--- config.mk ---
export PLATFORM = sky130hd
export DESIGN_NAME = split_running_mean_stddev_core
export DESIGN_NICKNAME = d
export VERILOG_FILES = /design/src/design/srms_pkg.sv /design/src/design/srms_div.sv /design/src/design/srms_sqrt.sv /design/src/design/srms_ctrl.sv /design/src/design/srms_dp.sv /design/src/design/split_running_mean_stddev_core.sv
export SDC_FILE = /design/constraint.sdc
export NUM_CORES = 2
export LEC_CHECK = 0
export BUFFER_PORTS_ARGS = -buffer_cell sky130_fd_sc_hd__buf_2
export CAP_MARGIN = 10
export CELL_PAD_IN_SITES_DETAIL_PLACEMENT = 1
export CELL_PAD_IN_SITES_GLOBAL_PLACEMENT = 1
export CORE_UTILIZATION = 50
export DETAILED_ROUTE_END_ITERATION = 8
export HOLD_SLACK_MARGIN = 0.08
export PLACE_DENSITY = 0.9
export RECOVER_POWER = 50
export REMOVE_ABC_BUFFERS = 1
export SKIP_CTS_REPAIR_TIMING = 1
export SLEW_MARGIN = 0
export SYNTH_ARGS = -nofsm -noshare
export SYNTH_HDL_FRONTEND = slang
export SYNTH_SLANG_ARGS = --single-unit
--- constraint.sdc ---
create_clock -name clk -period 23.9 [get_ports clk]
set_clock_uncertainty 0.1 [all_clocks]
set_input_delay 4.78 -clock clk [delete_from_list [all_inputs] [get_ports clk]]
set_output_delay 4.78 -clock clk [all_outputs]
set_load 0.01 [all_outputs]
--- src/design/srms_pkg.sv ---
// ============================================================================
// srms_pkg: shared types for the split running mean / stddev core
// Controller states, controller-to-datapath commands and datapath status.
// ============================================================================
package srms_pkg;

  localparam logic [15:0] SPLIT_TICK_RESET = 16'd100;
  localparam int          OUT_W            = 16;
  localparam int          MEAN_W           = 32;
  localparam int          M2_W             = 64;

  typedef enum logic [3:0] {
    ST_IDLE,
    ST_DIV_MEAN,
    ST_WAIT_MEAN,
    ST_CALC_B,
    ST_MUL,
    ST_ACC,
    ST_SPLIT_CHK,
    ST_SP_DIV,
    ST_SP_SQRT,
    ST_LAST_CHK,
    ST_LT_DIV,
    ST_LT_SQRT,
    ST_EMIT
  } ctrl_state_t;

  typedef struct packed {
    logic accept;      // load sample, bump counters, form delta
    logic div_start;   // start shared divider
    logic div_wide;    // 1: M2 / count, 0: |delta| / count
    logic mean_upd;    // apply quotient to running mean
    logic calc_b;      // second deviation factor
    logic mul;         // deviation product
    logic acc;         // saturating M2 accumulate
    logic sqrt_start;  // start square root on divider quotient
    logic latch_first; // latch first-phase stats, clear accumulators
    logic emit;        // load result register, clear run
  } ctrl_cmd_t;

  typedef struct packed {
    logic div_done;
    logic sqrt_done;
    logic split_hit;
    logic last;
    logic cnt_zero;
    logic out_free;
  } ctrl_sts_t;

endpackage

--- src/design/srms_div.sv ---
// ============================================================================
// srms_div: iterative restoring divider
// One quotient bit per cycle; 32 or 64 steps. Quotient is 64 bits.
// ============================================================================
module srms_div #(
  parameter int COUNT_BITS = 16
) (
  input  logic                  clk,
  input  logic                  rst_n,
  input  logic                  start,
  input  logic                  wide,
  input  logic [63:0]           dividend,
  input  logic [COUNT_BITS-1:0] divisor,
  output logic [63:0]           quotient,
  output logic                  done
);

  logic                  busy_r;
  logic                  done_r;
  logic [5:0]            step_r;
  logic [63:0]           quo_r;
  logic [COUNT_BITS-1:0] rem_r;
  logic [COUNT_BITS-1:0] dsr_r;

  logic [COUNT_BITS:0]   rem_sh;
  logic                  ge;
  logic [COUNT_BITS:0]   diff;

  assign rem_sh = {rem_r, quo_r[63]};
  assign ge     = rem_sh >= {1'b0, dsr_r};
  assign diff   = rem_sh - {1'b0, dsr_r};

  always_ff @(posedge clk) begin
    if (!rst_n) begin
      busy_r <= 1'b0;
      done_r <= 1'b0;
    end else begin
      done_r <= 1'b0;
      if (start) begin
        busy_r <= 1'b1;
      end else if (busy_r && step_r == 6'd0) begin
        busy_r <= 1'b0;
        done_r <= 1'b1;
      end
    end
  end

  always_ff @(posedge clk) begin
    if (start) begin
      quo_r  <= wide ? dividend : {dividend[31:0], 32'd0};
      step_r <= wide ? 6'd63 : 6'd31;
      rem_r  <= '0;
      dsr_r  <= divisor;
    end else if (busy_r) begin
      quo_r  <= {quo_r[62:0], ge};
      rem_r  <= ge ? diff[COUNT_BITS-1:0] : rem_sh[COUNT_BITS-1:0];
      step_r <= step_r - 6'd1;
    end
  end

  assign quotient = quo_r;
  assign done     = done_r;

endmodule

--- src/design/srms_sqrt.sv ---
// ============================================================================
// srms_sqrt: digit-by-digit integer square root
// Two radicand bits per cycle for a 64-bit radicand.
// ============================================================================
module srms_sqrt (
  input  logic        clk,
  input  logic        rst_n,
  input  logic        start,
  input  logic [63:0] radicand,
  output logic [31:0] root,
  output logic        done
);

  logic        busy_r;
  logic        done_r;
  logic [4:0]  step_r;
  logic [63:0] rad_r;
  logic [31:0] root_r;
  logic [32:0] rem_r;

  logic [34:0] rem_sh;
  logic [34:0] trial;
  logic        ge;
  logic [34:0] diff;

  assign rem_sh = {rem_r, rad_r[63:62]};
  assign trial  = {1'b0, root_r, 2'b01};
  assign ge     = rem_sh >= trial;
  assign diff   = rem_sh - trial;

  always_ff @(posedge clk) begin
    if (!rst_n) begin
      busy_r <= 1'b0;
      done_r <= 1'b0;
    end else begin
      done_r <= 1'b0;
      if (start) begin
        busy_r <= 1'b1;
      end else if (busy_r && step_r == 5'd0) begin
        busy_r <= 1'b0;
        done_r <= 1'b1;
      end
    end
  end

  // remainder stays below 2*root+1, so 33 bits hold it
  always_ff @(posedge clk) begin
    if (start) begin
      rad_r  <= radicand;
      root_r <= '0;
      rem_r  <= '0;
      step_r <= 5'd31;
    end else if (busy_r) begin
      rad_r  <= {rad_r[61:0], 2'b00};
      root_r <= {root_r[30:0], ge};
      rem_r  <= ge ? diff[32:0] : rem_sh[32:0];
      step_r <= step_r - 5'd1;
    end
  end

  assign root = root_r;
  assign done = done_r;

endmodule

--- src/design/srms_ctrl.sv ---
// ============================================================================
// srms_ctrl: sequencing controller
// Steps one sample through mean update, M2 update, split and end-of-run.
// ============================================================================
module srms_ctrl (
  input  logic                clk,
  input  logic                rst_n,
  input  logic                in_valid,
  output logic                in_stall,
  input  srms_pkg::ctrl_sts_t sts,
  output srms_pkg::ctrl_cmd_t cmd
);

  srms_pkg::ctrl_state_t state_r;
  srms_pkg::ctrl_state_t state_nxt;

  always_ff @(posedge clk) begin
    if (!rst_n) begin
      state_r <= srms_pkg::ST_IDLE;
    end else begin
      state_r <= state_nxt;
    end
  end

  always_comb begin
    state_nxt = state_r;
    cmd       = '0;
    in_stall  = 1'b1;
    unique case (state_r)
      srms_pkg::ST_IDLE: begin
        in_stall = 1'b0;
        if (in_valid) begin
          cmd.accept = 1'b1;
          state_nxt  = srms_pkg::ST_DIV_MEAN;
        end
      end
      srms_pkg::ST_DIV_MEAN: begin
        cmd.div_start = 1'b1;
        state_nxt     = srms_pkg::ST_WAIT_MEAN;
      end
      srms_pkg::ST_WAIT_MEAN: begin
        if (sts.div_done) begin
          cmd.mean_upd = 1'b1;
          state_nxt    = srms_pkg::ST_CALC_B;
        end
      end
      srms_pkg::ST_CALC_B: begin
        cmd.calc_b = 1'b1;
        state_nxt  = srms_pkg::ST_MUL;
      end
      srms_pkg::ST_MUL: begin
        cmd.mul   = 1'b1;
        state_nxt = srms_pkg::ST_ACC;
      end
      srms_pkg::ST_ACC: begin
        cmd.acc   = 1'b1;
        state_nxt = srms_pkg::ST_SPLIT_CHK;
      end
      srms_pkg::ST_SPLIT_CHK: begin
        if (sts.split_hit) begin
          cmd.div_start = 1'b1;
          cmd.div_wide  = 1'b1;
          state_nxt     = srms_pkg::ST_SP_DIV;
        end else begin
          state_nxt = srms_pkg::ST_LAST_CHK;
        end
      end
      srms_pkg::ST_SP_DIV: begin
        if (sts.div_done) begin
          cmd.sqrt_start = 1'b1;
          state_nxt      = srms_pkg::ST_SP_SQRT;
        end
      end
      srms_pkg::ST_SP_SQRT: begin
        if (sts.sqrt_done) begin
          cmd.latch_first = 1'b1;
          state_nxt       = srms_pkg::ST_LAST_CHK;
        end
      end
      srms_pkg::ST_LAST_CHK: begin
        if (!sts.last) begin
          state_nxt = srms_pkg::ST_IDLE;
        end else if (sts.cnt_zero) begin
          state_nxt = srms_pkg::ST_EMIT;
        end else begin
          cmd.div_start = 1'b1;
          cmd.div_wide  = 1'b1;
          state_nxt     = srms_pkg::ST_LT_DIV;
        end
      end
      srms_pkg::ST_LT_DIV: begin
        if (sts.div_done) begin
          cmd.sqrt_start = 1'b1;
          state_nxt      = srms_pkg::ST_LT_SQRT;
        end
      end
      srms_pkg::ST_LT_SQRT: begin
        if (sts.sqrt_done) begin
          state_nxt = srms_pkg::ST_EMIT;
        end
      end
      srms_pkg::ST_EMIT: begin
        if (sts.out_free) begin
          cmd.emit  = 1'b1;
          state_nxt = srms_pkg::ST_IDLE;
        end
      end
      default: begin
        state_nxt = srms_pkg::ST_IDLE;
      end
    endcase
  end

endmodule

--- src/design/srms_dp.sv ---
// ============================================================================
// srms_dp: statistics datapath
// Welford accumulators, split latch, shared divider and square root, result
// register.
// ============================================================================
module srms_dp #(
  parameter int COUNT_BITS  = 16,
  parameter int SAMPLE_BITS = 16
) (
  input  logic                           clk,
  input  logic                           rst_n,
  input  srms_pkg::ctrl_cmd_t            cmd,
  output srms_pkg::ctrl_sts_t            sts,
  input  logic                           cfg_valid,
  input  logic [15:0]                    cfg_split_tick,
  input  logic signed [SAMPLE_BITS-1:0]  in_sample,
  input  logic                           in_last_tick,
  output logic                           out_valid,
  input  logic                           out_stall,
  output logic signed [srms_pkg::OUT_W-1:0] out_first_mean,
  output logic [srms_pkg::OUT_W-1:0]     out_first_stddev,
  output logic signed [srms_pkg::OUT_W-1:0] out_last_mean,
  output logic [srms_pkg::OUT_W-1:0]     out_last_stddev
);

  localparam int MEAN_SHIFT = srms_pkg::MEAN_W - SAMPLE_BITS;
  localparam int INC_SHIFT  = srms_pkg::M2_W - 2 * SAMPLE_BITS;
  localparam int CMP_W      = (COUNT_BITS > 16) ? COUNT_BITS : 16;
  localparam logic [COUNT_BITS-1:0] CNT_MAX = '1;

  // run state
  logic [15:0]                       split_r;
  logic [COUNT_BITS-1:0]             tick_r;
  logic [COUNT_BITS-1:0]             cnt_r;
  logic signed [31:0]                mean_r;
  logic [63:0]                       m2_r;
  logic [15:0]                       lfm_r;
  logic [15:0]                       lfs_r;
  logic                              adv_r;
  logic                              last_r;
  logic                              out_valid_r;

  // per-sample working registers
  logic signed [31:0]                x31_r;
  logic [31:0]                       a_r;
  logic                              dneg_r;
  logic                              dzero_r;
  logic [31:0]                       b_r;
  logic [63:0]                       prod_r;

  logic [15:0] ofm_r, ofs_r, olm_r, ols_r;

  // combinational helpers
  logic signed [31:0] x31;
  logic signed [32:0] delta;
  logic [32:0]        delta_mag;
  logic [31:0]        quo_lo;
  logic signed [33:0] q_s;
  logic signed [33:0] nm;
  logic signed [31:0] nm_clamp;
  logic signed [32:0] delta2;
  logic [32:0]        delta2_mag;
  logic [63:0]        inc;
  logic [64:0]        m2_sum;
  logic signed [31:0] mean_sh;
  logic [15:0]        mean16;
  logic [15:0]        std16;
  logic [15:0]        std_cur;
  logic               split_hit;
  logic               before_split;

  logic [63:0] div_q;
  logic        div_done;
  logic [31:0] root;
  logic        sqrt_done;

  srms_div #(.COUNT_BITS(COUNT_BITS)) u_div (
    .clk      (clk),
    .rst_n    (rst_n),
    .start    (cmd.div_start),
    .wide     (cmd.div_wide),
    .dividend (cmd.div_wide ? m2_r : {32'd0, a_r}),
    .divisor  (cnt_r),
    .quotient (div_q),
    .done     (div_done)
  );

  srms_sqrt u_sqrt (
    .clk      (clk),
    .rst_n    (rst_n),
    .start    (cmd.sqrt_start),
    .radicand (div_q),
    .root     (root),
    .done     (sqrt_done)
  );

  // sample aligned to Q1.31
  assign x31       = 32'(in_sample) <<< MEAN_SHIFT;
  assign delta     = 33'(x31) - 33'(mean_r);
  assign delta_mag = delta[32] ? -delta : delta;

  // mean step: quotient truncated toward zero, sign of delta
  assign quo_lo   = div_q[31:0];
  assign q_s      = dneg_r ? -$signed({2'b00, quo_lo}) : $signed({2'b00, quo_lo});
  assign nm       = 34'(mean_r) + q_s;
  always_comb begin
    if (nm[33:31] == 3'b000 || nm[33:31] == 3'b111) begin
      nm_clamp = nm[31:0];
    end else if (nm[33]) begin
      nm_clamp = 32'sh8000_0000;
    end else begin
      nm_clamp = 32'sh7fff_ffff;
    end
  end

  // second factor uses the updated mean
  assign delta2     = 33'(x31_r) - 33'(mean_r);
  assign delta2_mag = delta2[32] ? -delta2 : delta2;

  assign inc    = prod_r >> INC_SHIFT;
  assign m2_sum = {1'b0, m2_r} + {1'b0, inc};

  assign mean_sh = mean_r >>> MEAN_SHIFT;
  assign mean16  = mean_sh[15:0];
  assign std16   = (root[31:16] != 16'd0) ? 16'hffff : root[15:0];
  assign std_cur = (cnt_r == '0) ? 16'd0 : std16;

  assign split_hit    = adv_r && (CMP_W'(tick_r) == CMP_W'(split_r));
  assign before_split = CMP_W'(tick_r) < CMP_W'(split_r);

  always_ff @(posedge clk) begin
    if (!rst_n) begin
      split_r <= srms_pkg::SPLIT_TICK_RESET;
    end else if (cfg_valid) begin
      split_r <= cfg_split_tick;
    end
  end

  always_ff @(posedge clk) begin
    if (!rst_n) begin
      tick_r <= '0;
      cnt_r  <= '0;
      mean_r <= '0;
      m2_r   <= '0;
      lfm_r  <= '0;
      lfs_r  <= '0;
      adv_r  <= 1'b0;
      last_r <= 1'b0;
    end else begin
      if (cmd.accept) begin
        adv_r  <= tick_r != CNT_MAX;
        last_r <= in_last_tick;
        if (tick_r != CNT_MAX) tick_r <= tick_r + 1'b1;
        if (cnt_r != CNT_MAX) cnt_r <= cnt_r + 1'b1;
      end
      if (cmd.mean_upd) begin
        mean_r <= nm_clamp;
      end
      if (cmd.acc) begin
        m2_r <= m2_sum[64] ? '1 : m2_sum[63:0];
      end
      if (cmd.latch_first) begin
        lfm_r  <= mean16;
        lfs_r  <= std16;
        cnt_r  <= '0;
        mean_r <= '0;
        m2_r   <= '0;
      end
      if (cmd.emit) begin
        tick_r <= '0;
        cnt_r  <= '0;
        mean_r <= '0;
        m2_r   <= '0;
        lfm_r  <= '0;
        lfs_r  <= '0;
      end
    end
  end

  // |delta| never exceeds 2^32 - 1, so the low 32 bits carry it
  always_ff @(posedge clk) begin
    if (cmd.accept) begin
      x31_r   <= x31;
      a_r     <= delta_mag[31:0];
      dneg_r  <= delta[32];
      dzero_r <= delta == '0;
    end
    if (cmd.calc_b) begin
      if (dneg_r != delta2[32] && delta2 != '0 && !dzero_r) begin
        b_r <= '0;
      end else begin
        b_r <= delta2_mag[31:0];
      end
    end
    if (cmd.mul) begin
      prod_r <= a_r * b_r;
    end
  end

  // result register
  always_ff @(posedge clk) begin
    if (!rst_n) begin
      out_valid_r <= 1'b0;
    end else if (cmd.emit) begin
      out_valid_r <= 1'b1;
    end else if (!out_stall) begin
      out_valid_r <= 1'b0;
    end
  end

  always_ff @(posedge clk) begin
    if (cmd.emit) begin
      if (before_split) begin
        ofm_r <= mean16;
        ofs_r <= std_cur;
        olm_r <= '0;
        ols_r <= '0;
      end else begin
        ofm_r <= lfm_r;
        ofs_r <= lfs_r;
        olm_r <= mean16;
        ols_r <= std_cur;
      end
    end
  end

  assign out_valid        = out_valid_r;
  assign out_first_mean   = ofm_r;
  assign out_first_stddev = ofs_r;
  assign out_last_mean    = olm_r;
  assign out_last_stddev  = ols_r;

  always_comb begin
    sts.div_done  = div_done;
    sts.sqrt_done = sqrt_done;
    sts.split_hit = split_hit;
    sts.last      = last_r;
    sts.cnt_zero  = cnt_r == '0;
    sts.out_free  = !out_valid_r || !out_stall;
  end

endmodule

--- src/design/split_running_mean_stddev_core.sv ---
// ============================================================================
// split_running_mean_stddev_core: two-phase running mean and stddev
// Welford statistics over a run of samples, split at a configured tick.
// ============================================================================
// One sample is taken per transfer on the in_ channel. Each sample updates a
// Welford count, Q1.31 mean and saturating M2. When the tick count reaches
// split_tick the first-phase mean and population stddev are latched and the
// accumulators restart; a sample flagged last_tick returns one result on the
// out_ channel (first and last phase, Q1.15) and clears the run. A plain
// sample is held mostly by the 32-step bit-serial divide of the mean update. A
// sample that splits adds a 64-step divide of M2 by the count and a 32-step
// square root on the same shared units; one that ends the run adds the same,
// unless a split on that sample has just emptied the accumulators, plus any
// wait for the output register. The block takes one sample at a time (in_stall is
// high while it works), and a finished result waits in the output register,
// so the next sample can start before the result is taken. split_tick resets
// to 100 and is written at any time through the cfg_ channel (cfg_ready is
// always high); write it only while the block is idle.
module split_running_mean_stddev_core #(
  parameter int COUNT_BITS  = 16,
  parameter int SAMPLE_BITS = 16
) (
  input  logic                          clk,
  input  logic                          rst_n,
  // sample channel
  input  logic                          in_valid,
  output logic                          in_stall,
  input  logic signed [SAMPLE_BITS-1:0] in_sample,
  input  logic                          in_last_tick,
  // result channel
  output logic                          out_valid,
  input  logic                          out_stall,
  output logic signed [15:0]            out_first_mean,
  output logic [15:0]                   out_first_stddev,
  output logic signed [15:0]            out_last_mean,
  output logic [15:0]                   out_last_stddev,
  // split tick register write
  input  logic                          cfg_valid,
  output logic                          cfg_ready,
  input  logic [15:0]                   cfg_split_tick
);

  srms_pkg::ctrl_cmd_t cmd;
  srms_pkg::ctrl_sts_t sts;

  // register write never back-pressures
  assign cfg_ready = 1'b1;

  srms_ctrl u_ctrl (
    .clk      (clk),
    .rst_n    (rst_n),
    .in_valid (in_valid),
    .in_stall (in_stall),
    .sts      (sts),
    .cmd      (cmd)
  );

  srms_dp #(
    .COUNT_BITS  (COUNT_BITS),
    .SAMPLE_BITS (SAMPLE_BITS)
  ) u_dp (
    .clk              (clk),
    .rst_n            (rst_n),
    .cmd              (cmd),
    .sts              (sts),
    .cfg_valid        (cfg_valid),
    .cfg_split_tick   (cfg_split_tick),
    .in_sample        (in_sample),
    .in_last_tick     (in_last_tick),
    .out_valid        (out_valid),
    .out_stall        (out_stall),
    .out_first_mean   (out_first_mean),
    .out_first_stddev (out_first_stddev),
    .out_last_mean    (out_last_mean),
    .out_last_stddev  (out_last_stddev)
  );

endmodule

### Word level (Yosys, flattened, before mapping)

Index checks and enable logic that the tools add are counted.

| word-level totals | value |
|---|---|
| output and inout bits | 67 |
| logic and storage cells | 164 |
| register bits | 633 |

| cells by class | value |
|---|---|
| reductions and logical operators | 30 |
| bitwise logic cells | 1 |
| equal/unequal tests | 25 |
| multipliers | 1 |
| order comparisons | 3 |
| muxes and demuxes | 58 |
| add/sub/neg operators | 13 |

Operator list:

| kind | number |
|---|---|
| 64-bit two-way mux | 7 |
| 32-bit two-way mux | 4 |
| 16-bit two-way mux | 5 |
| 32-bit by 32-bit subtractor with 33-bit output | 2 |
| 64-bit by 32-bit adder with 65-bit output | 1 |
| 32-bit by 32-bit multiplier with 64-bit output | 1 |
| 32-bit negation | 2 |
| 4-bit case mux with 13 select lines | 1 |
| 4-bit two-way mux | 9 |
| 35-bit by 34-bit greater-or-equal comparator with 1-bit output | 1 |
| 32-bit by 34-bit adder with 34-bit output | 1 |
| 34-bit two-way mux | 1 |
| 32-bit negation with 34-bit output | 1 |
| 33-bit logical NOT | 1 |
| 33-bit two-way mux | 1 |
| 33-bit nonzero test | 1 |
| 33-bit subtractor | 1 |
| 16-bit by 1-bit adder with 16-bit output (second input constant) | 2 |
| 16-bit != test (second input constant) | 2 |
| 1-bit two-way mux | 21 |
| 4-bit == test (second input constant) | 5 |
| 6-bit two-way mux | 3 |
| 17-bit by 16-bit greater-or-equal comparator with 1-bit output | 1 |
| 16-bit == test | 1 |
| 30 further kinds | 56 |

### Depth between registers and ports, before layout

| logic depth | value |
|---|---|
| depth in word-level cells | 7 |
| gate-level depth with buffers | 30 |
| gate-level depth less buffers | 29 |

### Hierarchy

From an unflattened synthesis, not the netlist that was laid out.

| second synthesis, totals | value |
|---|---|
| cell total of the unflattened synthesis | 7303 |
| area, all modules | 67887.6 µm² |

Modules (own cells, without submodules):

| module | instances | area each (µm²) | cells each |
|---|---|---|---|
| srms_dp | 1 | 53978.0 | 5923 |
| srms_sqrt | 1 | 7682.4 | 750 |
| srms_div | 1 | 5736.8 | 560 |
| srms_ctrl | 1 | 479.2 | 68 |
| split_running_mean_stddev_core | 1 | 11.3 | 2 |

### Worst setup path after synthesis

OpenSTA, ideal clock, no wires.

| timing | value |
|---|---|
| kind | input-to-reg |
| start | input in_sample[1] |
| end | register u_dp.a_r[31] (data pin) |
| slack | 15.873 ns |
| stages | 12 |
| required time | 23.534 ns |
| buffers on the path | 1 |
| data arrival time | 7.661 ns |
| path through | ha_1 > clkbuf_1 > nand3_1 > nor3_1 > mux2_1 > nor4_1 > o31ai_1 > nand4bb_1 > nor3_1 > nand2_1 > o41ai_1 > xnor2_1 |

| between the ends | value |
|---|---|
| cells in the longest elaborated chain, start to end | 3 |

Ends and longest elaborated chain:

| what | RTL line | text |
|---|---|---|
| start: declaration | split_running_mean_stddev_core.sv:28 | `input logic signed [SAMPLE_BITS-1:0] in_sample,` |
| 32-bit by 32-bit subtractor with 33-bit output (*) | srms_dp.sv:99 | `assign delta = 33'(x31) - 33'(mean_r);` |
| 32-bit negation | srms_dp.sv:100 | `assign delta_mag = delta[32] ? -delta : delta;` |
| 32-bit two-way mux (*) | srms_dp.sv:100 |  |
| named net u_dp.delta_mag[31] | srms_dp.sv:56 | `logic [32:0] delta_mag;` |
| end signal: assignment | srms_dp.sv:184 | `a_r <= delta_mag[31:0];` |
| end: declaration | srms_dp.sv:45 | `logic [31:0] a_r;` |

Mark *: on every way through the listed nets, which the timed path passes. The rest lies on a longest branch.
A chain may end at the register's enable or synchronous reset.

### Worst setup path in the final report

| timing | value |
|---|---|
| start | register u_dp.b_r[2] |
| end | register u_dp.prod_r[61] (data pin) |

| between the ends | value |
|---|---|
| cells in the longest elaborated chain, start to end | 1 |

Ends and longest elaborated chain:

| what | RTL line | text |
|---|---|---|
| start: declaration | srms_dp.sv:48 | `logic [31:0] b_r;` |
| start signal: assignment | srms_dp.sv:192 | `b_r <= delta2_mag[31:0];` |
| 32-bit by 32-bit multiplier with 64-bit output | srms_dp.sv:196 | `prod_r <= a_r * b_r;` |
| end signal: assignment | srms_dp.sv:196 |  |
| end: declaration | srms_dp.sv:49 | `logic [63:0] prod_r;` |

No other way between the ends.

==> flow_results.org <==
** Detailed routing
- Initial DRT Pass Iterations :: 5
- Using the TritonRoute via totals, the vias-per-cell ratio works out to 6.126.
- Post-detailed-route count of antenna-violating nets :: 0
- The first routing iteration left 4,757 violations.
- DRC viols :: 0
- Via total after detailed routing :: 54,710
- Routed WL :: between 200,000 and 250,000 um
- Average wire per cell in the routed design :: 25.79 um

** STA
- Summed over all failing endpoints, the final setup total negative slack is 0 ns.
- For this run, the top clock speed supported by timing is approximately 100 MHz.
- Period utilisation layout :: 0.4108
- The worst path needs 9.817 ns of the cycle, external delays included.
- Final number of setup-violating endpoints :: 0
- Setup repair after global routing left no endpoint under its margin.
- Actual transition at the worst max-transition pin :: roughly 4.6 ns
- Final Hold Fails :: 0
- Final max-slew violation count :: 564
- The worst pin sits at a relative slew slack of -2.046.

** Outcome
- The checks that failed: capacitance limit, slew limit.
- The flow ran to the end, but the final reports show violations.

** Logic synthesis
- Unique cell type count in the Yosys netlist :: 88
- Of the total synthesized cell area, the portion taken by full adders, half adders and majority gates is 0.3530.
- Summing every instance area after synthesis gives 66,160 sq um.
- The synthesized-area fraction occupied by ao, oa, aoi and oai cells was 0.1011.
- Dominant combinational cell family by area after synthesis :: adder cells
- Synth Flop Type :: sky130_fd_sc_hd__edfxtp_1
- After synthesis, the share of cell area in mux cells is 0.01534.
- Of the total synthesized cell area, the portion taken by AND, OR, NAND and NOR gates is 0.1749.
- Post-synth top area share :: 0.2717
- The synthesized design contains 601 register bits.
- Syn Area/Cell :: 9.176 sq um
- Of the total synthesized cell area, the portion taken by XOR and XNOR cells is 0.04261.
- Number of flops mapped to enable cells by yosys :: 328
- Library cell occupying the most area in the post-synthesis netlist :: sky130_fd_sc_hd__fa_1
- The share of the Yosys chip area taken by registers is 0.2315.
- During synthesis, Yosys emitted a total of 0 warnings.
- Synth Instances :: 7,210
- Sorting the synthesized cells by area gives the leading types as sky130_fd_sc_hd__fa_1 27%, sky130_fd_sc_hd__edfxtp_1 15%, sky130_fd_sc_hd__dfxtp_1 8.3%.
- Fraction of registers with async set/reset :: 0

** Floorplan
- The floorplan has approximately 130 rows.
- The die covers 133,800 sq um.
- Measured along the x axis, the die boundary spans 365.8 um.
- The floorplan step defined a core boundary enclosing 131,300 sq um.
- I/O pins :: around 110
- In this run the vertical extent of the chip is 365.8 um.
- For this configuration, the core starts out at a cell density of 0.5039.

** CTS
- Total number of clock tree sinks :: 601
- The longest clock path from root to sink contains 3 buffers.
- TritonCTS built the clock tree.
- Number of H-tree levels :: 3
- Clock buffer count from CTS :: 70
- After clock tree synthesis, the clock-pin slew on the worst setup and hold paths is 0.07 ns.
- CTS placed an instance of sky130_fd_sc_hd__clkbuf_16 at the clock tree root.
- The later pin in the worst-skew pair is clocked with a latency of 0.67 ns.

** Critical path
- Startpoint type of the worst setup path :: register
- CP required :: roughly 24 ns
- The critical path is of the reg -> reg type.
- Largest fanout of any net on the critical path :: 32
- The worst setup path is captured at a register.
- CP arrival :: 10.10 ns

** Global route
- The via count of the first global-routing pass is about 62,000.
- GR Overflow Total :: 0
- In the global route stage, overall resource usage came out at 0.3456.
- Entering global routing, the biggest net connects a little under 100 pins.
- Global-route wire length before repair :: 358,800 um
- The number of antenna violations at the first check in global routing is 19.

** Finish
- Filler Cell Count :: 14,900
- Fraction of final layout cells sized beyond drive strength 1 :: 0.05275
- Area growth from synthesis to layout :: 6.787%
- Post-layout net count :: between 8,000 and 9,000

** Placed design
- Number of buffers inserted by port buffering :: ~100
- At the end of routability-driven placement, the weighted congestion stood at 0.9421.
- Final HPWL DP :: ~160,000 um

** Hold path
- The worst hold path belongs to the class reg -> reg.

** Job
- Across the run, the number of max-cap violations was 9.
registers in the layout, indices dropped and copies added (netlist names), 32 cells and up:
| register | cells |
|---|---|
| u_dp.u_sqrt.rem_r | 33 |
| u_dp.a_r | 32 |
| u_dp.u_sqrt.root | 32 |
| u_dp.b_r | 32 |
| u_dp.prod_r | 32 |
| u_dp.m2_r | 64 |
| u_dp.u_div.quotient | 64 |
| u_dp.mean_r | 32 |
| u_dp.u_sqrt.rad_r | 64 |
worst max-delay path, stage by stage (launching register included):
cell,delay (ns)
sky130_fd_sc_hd__edfxtp_1,1.10
sky130_fd_sc_hd__and2_1,0.28
sky130_fd_sc_hd__fa_1,0.40
sky130_fd_sc_hd__inv_1,0.10
sky130_fd_sc_hd__fa_1,0.47
sky130_fd_sc_hd__fa_1,0.54
sky130_fd_sc_hd__fa_1,0.51
sky130_fd_sc_hd__inv_1,0.06
sky130_fd_sc_hd__fa_1,0.54
sky130_fd_sc_hd__fa_1,0.47
sky130_fd_sc_hd__fa_1,0.57
sky130_fd_sc_hd__inv_1,0.10
sky130_fd_sc_hd__fa_1,0.60
sky130_fd_sc_hd__inv_1,0.07
sky130_fd_sc_hd__ha_1,0.21
sky130_fd_sc_hd__a21oi_1,0.25
sky130_fd_sc_hd__nor2_1,0.09
sky130_fd_sc_hd__a2111oi_0,0.51
sky130_fd_sc_hd__nand3_1,0.19
sky130_fd_sc_hd__o211ai_1,0.67
sky130_fd_sc_hd__a21oi_1,0.24
sky130_fd_sc_hd__or3b_1,0.48
sky130_fd_sc_hd__a21bo_2,0.25
sky130_fd_sc_hd__a21o_1,0.24
sky130_fd_sc_hd__a311oi_1,0.33
sky130_fd_sc_hd__xnor2_1,0.10
cells by family after synthesis:
family / count (synthesis)
simple gates: 2388
buf+inv: 1425
fa+ha+maj: 1328
compound gates: 1049
flops: 601
xor+xnor: 321
mux: 97
other cells: 1
cells in the mapped netlist (60+ instances only):
cell type,n
sky130_fd_sc_hd__a21oi_1,281
sky130_fd_sc_hd__nor3_1,61
sky130_fd_sc_hd__fa_1,898
sky130_fd_sc_hd__nand2b_1,60
sky130_fd_sc_hd__o21ai_0,241
sky130_fd_sc_hd__ha_1,430
sky130_fd_sc_hd__dfxtp_1,273
sky130_fd_sc_hd__xnor2_1,206
sky130_fd_sc_hd__inv_1,1052
sky130_fd_sc_hd__nand2_1,961
sky130_fd_sc_hd__a21o_1,115
sky130_fd_sc_hd__nor2_1,365
sky130_fd_sc_hd__nand3_1,79
sky130_fd_sc_hd__clkbuf_1,341
sky130_fd_sc_hd__mux2i_1,62
sky130_fd_sc_hd__and2_1,610
sky130_fd_sc_hd__xor2_1,114
sky130_fd_sc_hd__edfxtp_1,328
final timing paths:
check | startpoint | end | slack (ns) | cells past startpoint
setup / recovery | u_dp.b_r[2] | u_dp.prod_r[61] | 14.08 | 25
hold / removal | u_dp.lfm_r[7] | u_dp.lfm_r[7] | 0.36 | 2
setup reg to reg | u_dp.b_r[2] | u_dp.prod_r[61] | 14.08 | 25
hold reg to reg | u_dp.lfm_r[7] | u_dp.lfm_r[7] | 0.36 | 2
per-layer routing:
layer / part of all wire / track usage / vias to the layer above
li1: - / - / 22930
met5: 0.00046 / 0 / -
met2: 0.48 / 0.5777 / 2878
met1: 0.36 / 0.3990 / 27690
met3: 0.088 / 0.07338 / 1192
met4: 0.077 / 0.2321 / 16
metrics by stage:
step           cell area, sq um    util  std cells  setup slack [ns]  hold WS [ns]
2_1_floorplan             64730       -       6838             15.35        0.3338
3_3_place_gp              68270  0.5200       8791             14.64        0.3400
3_5_place_dp              68270  0.5200       8791             14.43        0.3484
4_1_cts                   70690  0.5384       8920             14.35        0.3597
5_1_grt                   70630  0.5380       8922             13.79        0.3862
6_report                  70650  0.5381       8930             14.08        0.3575
layout make-up:
class / instances / area (sq um) / share of cell area
Antenna cell: 9 / 22.52 / 0.0003188
Inverter: 1053 / 3953 / 0.05594
Clock buffer: 90 / 1942 / 0.02748
Clock inverter: 39 / 478.0 / 0.006765
Sequential cell: 601 / 15320 / 0.2168
Multi-Input combinational cell: 5184 / 45550 / 0.6447
Timing Repair Buffer: 199 / 1194 / 0.01689
Tap cell: 1755 / 2196 / 0.03108
cells in the final DEF (no fill, tap or decap), drive strengths merged, types with 61 or more instances in the layout:
cell type	synthesis	routed
xnor2	207	207
edfxtp	328	328
a21oi	281	281
clkbuf	341	114
nor2	365	365
nand3	79	79
fa	898	898
o21ai	284	284
inv	1053	1056
nand2	961	961
mux2i	62	62
ha	430	430
dfxtp	273	273
nor3	61	61
and2	610	610
xor2	114	114
a21o	115	115
buf	31	175
Power is not shown: default switching activity piles up to over one toggle a cycle in this logic, so the estimate is an artifact.
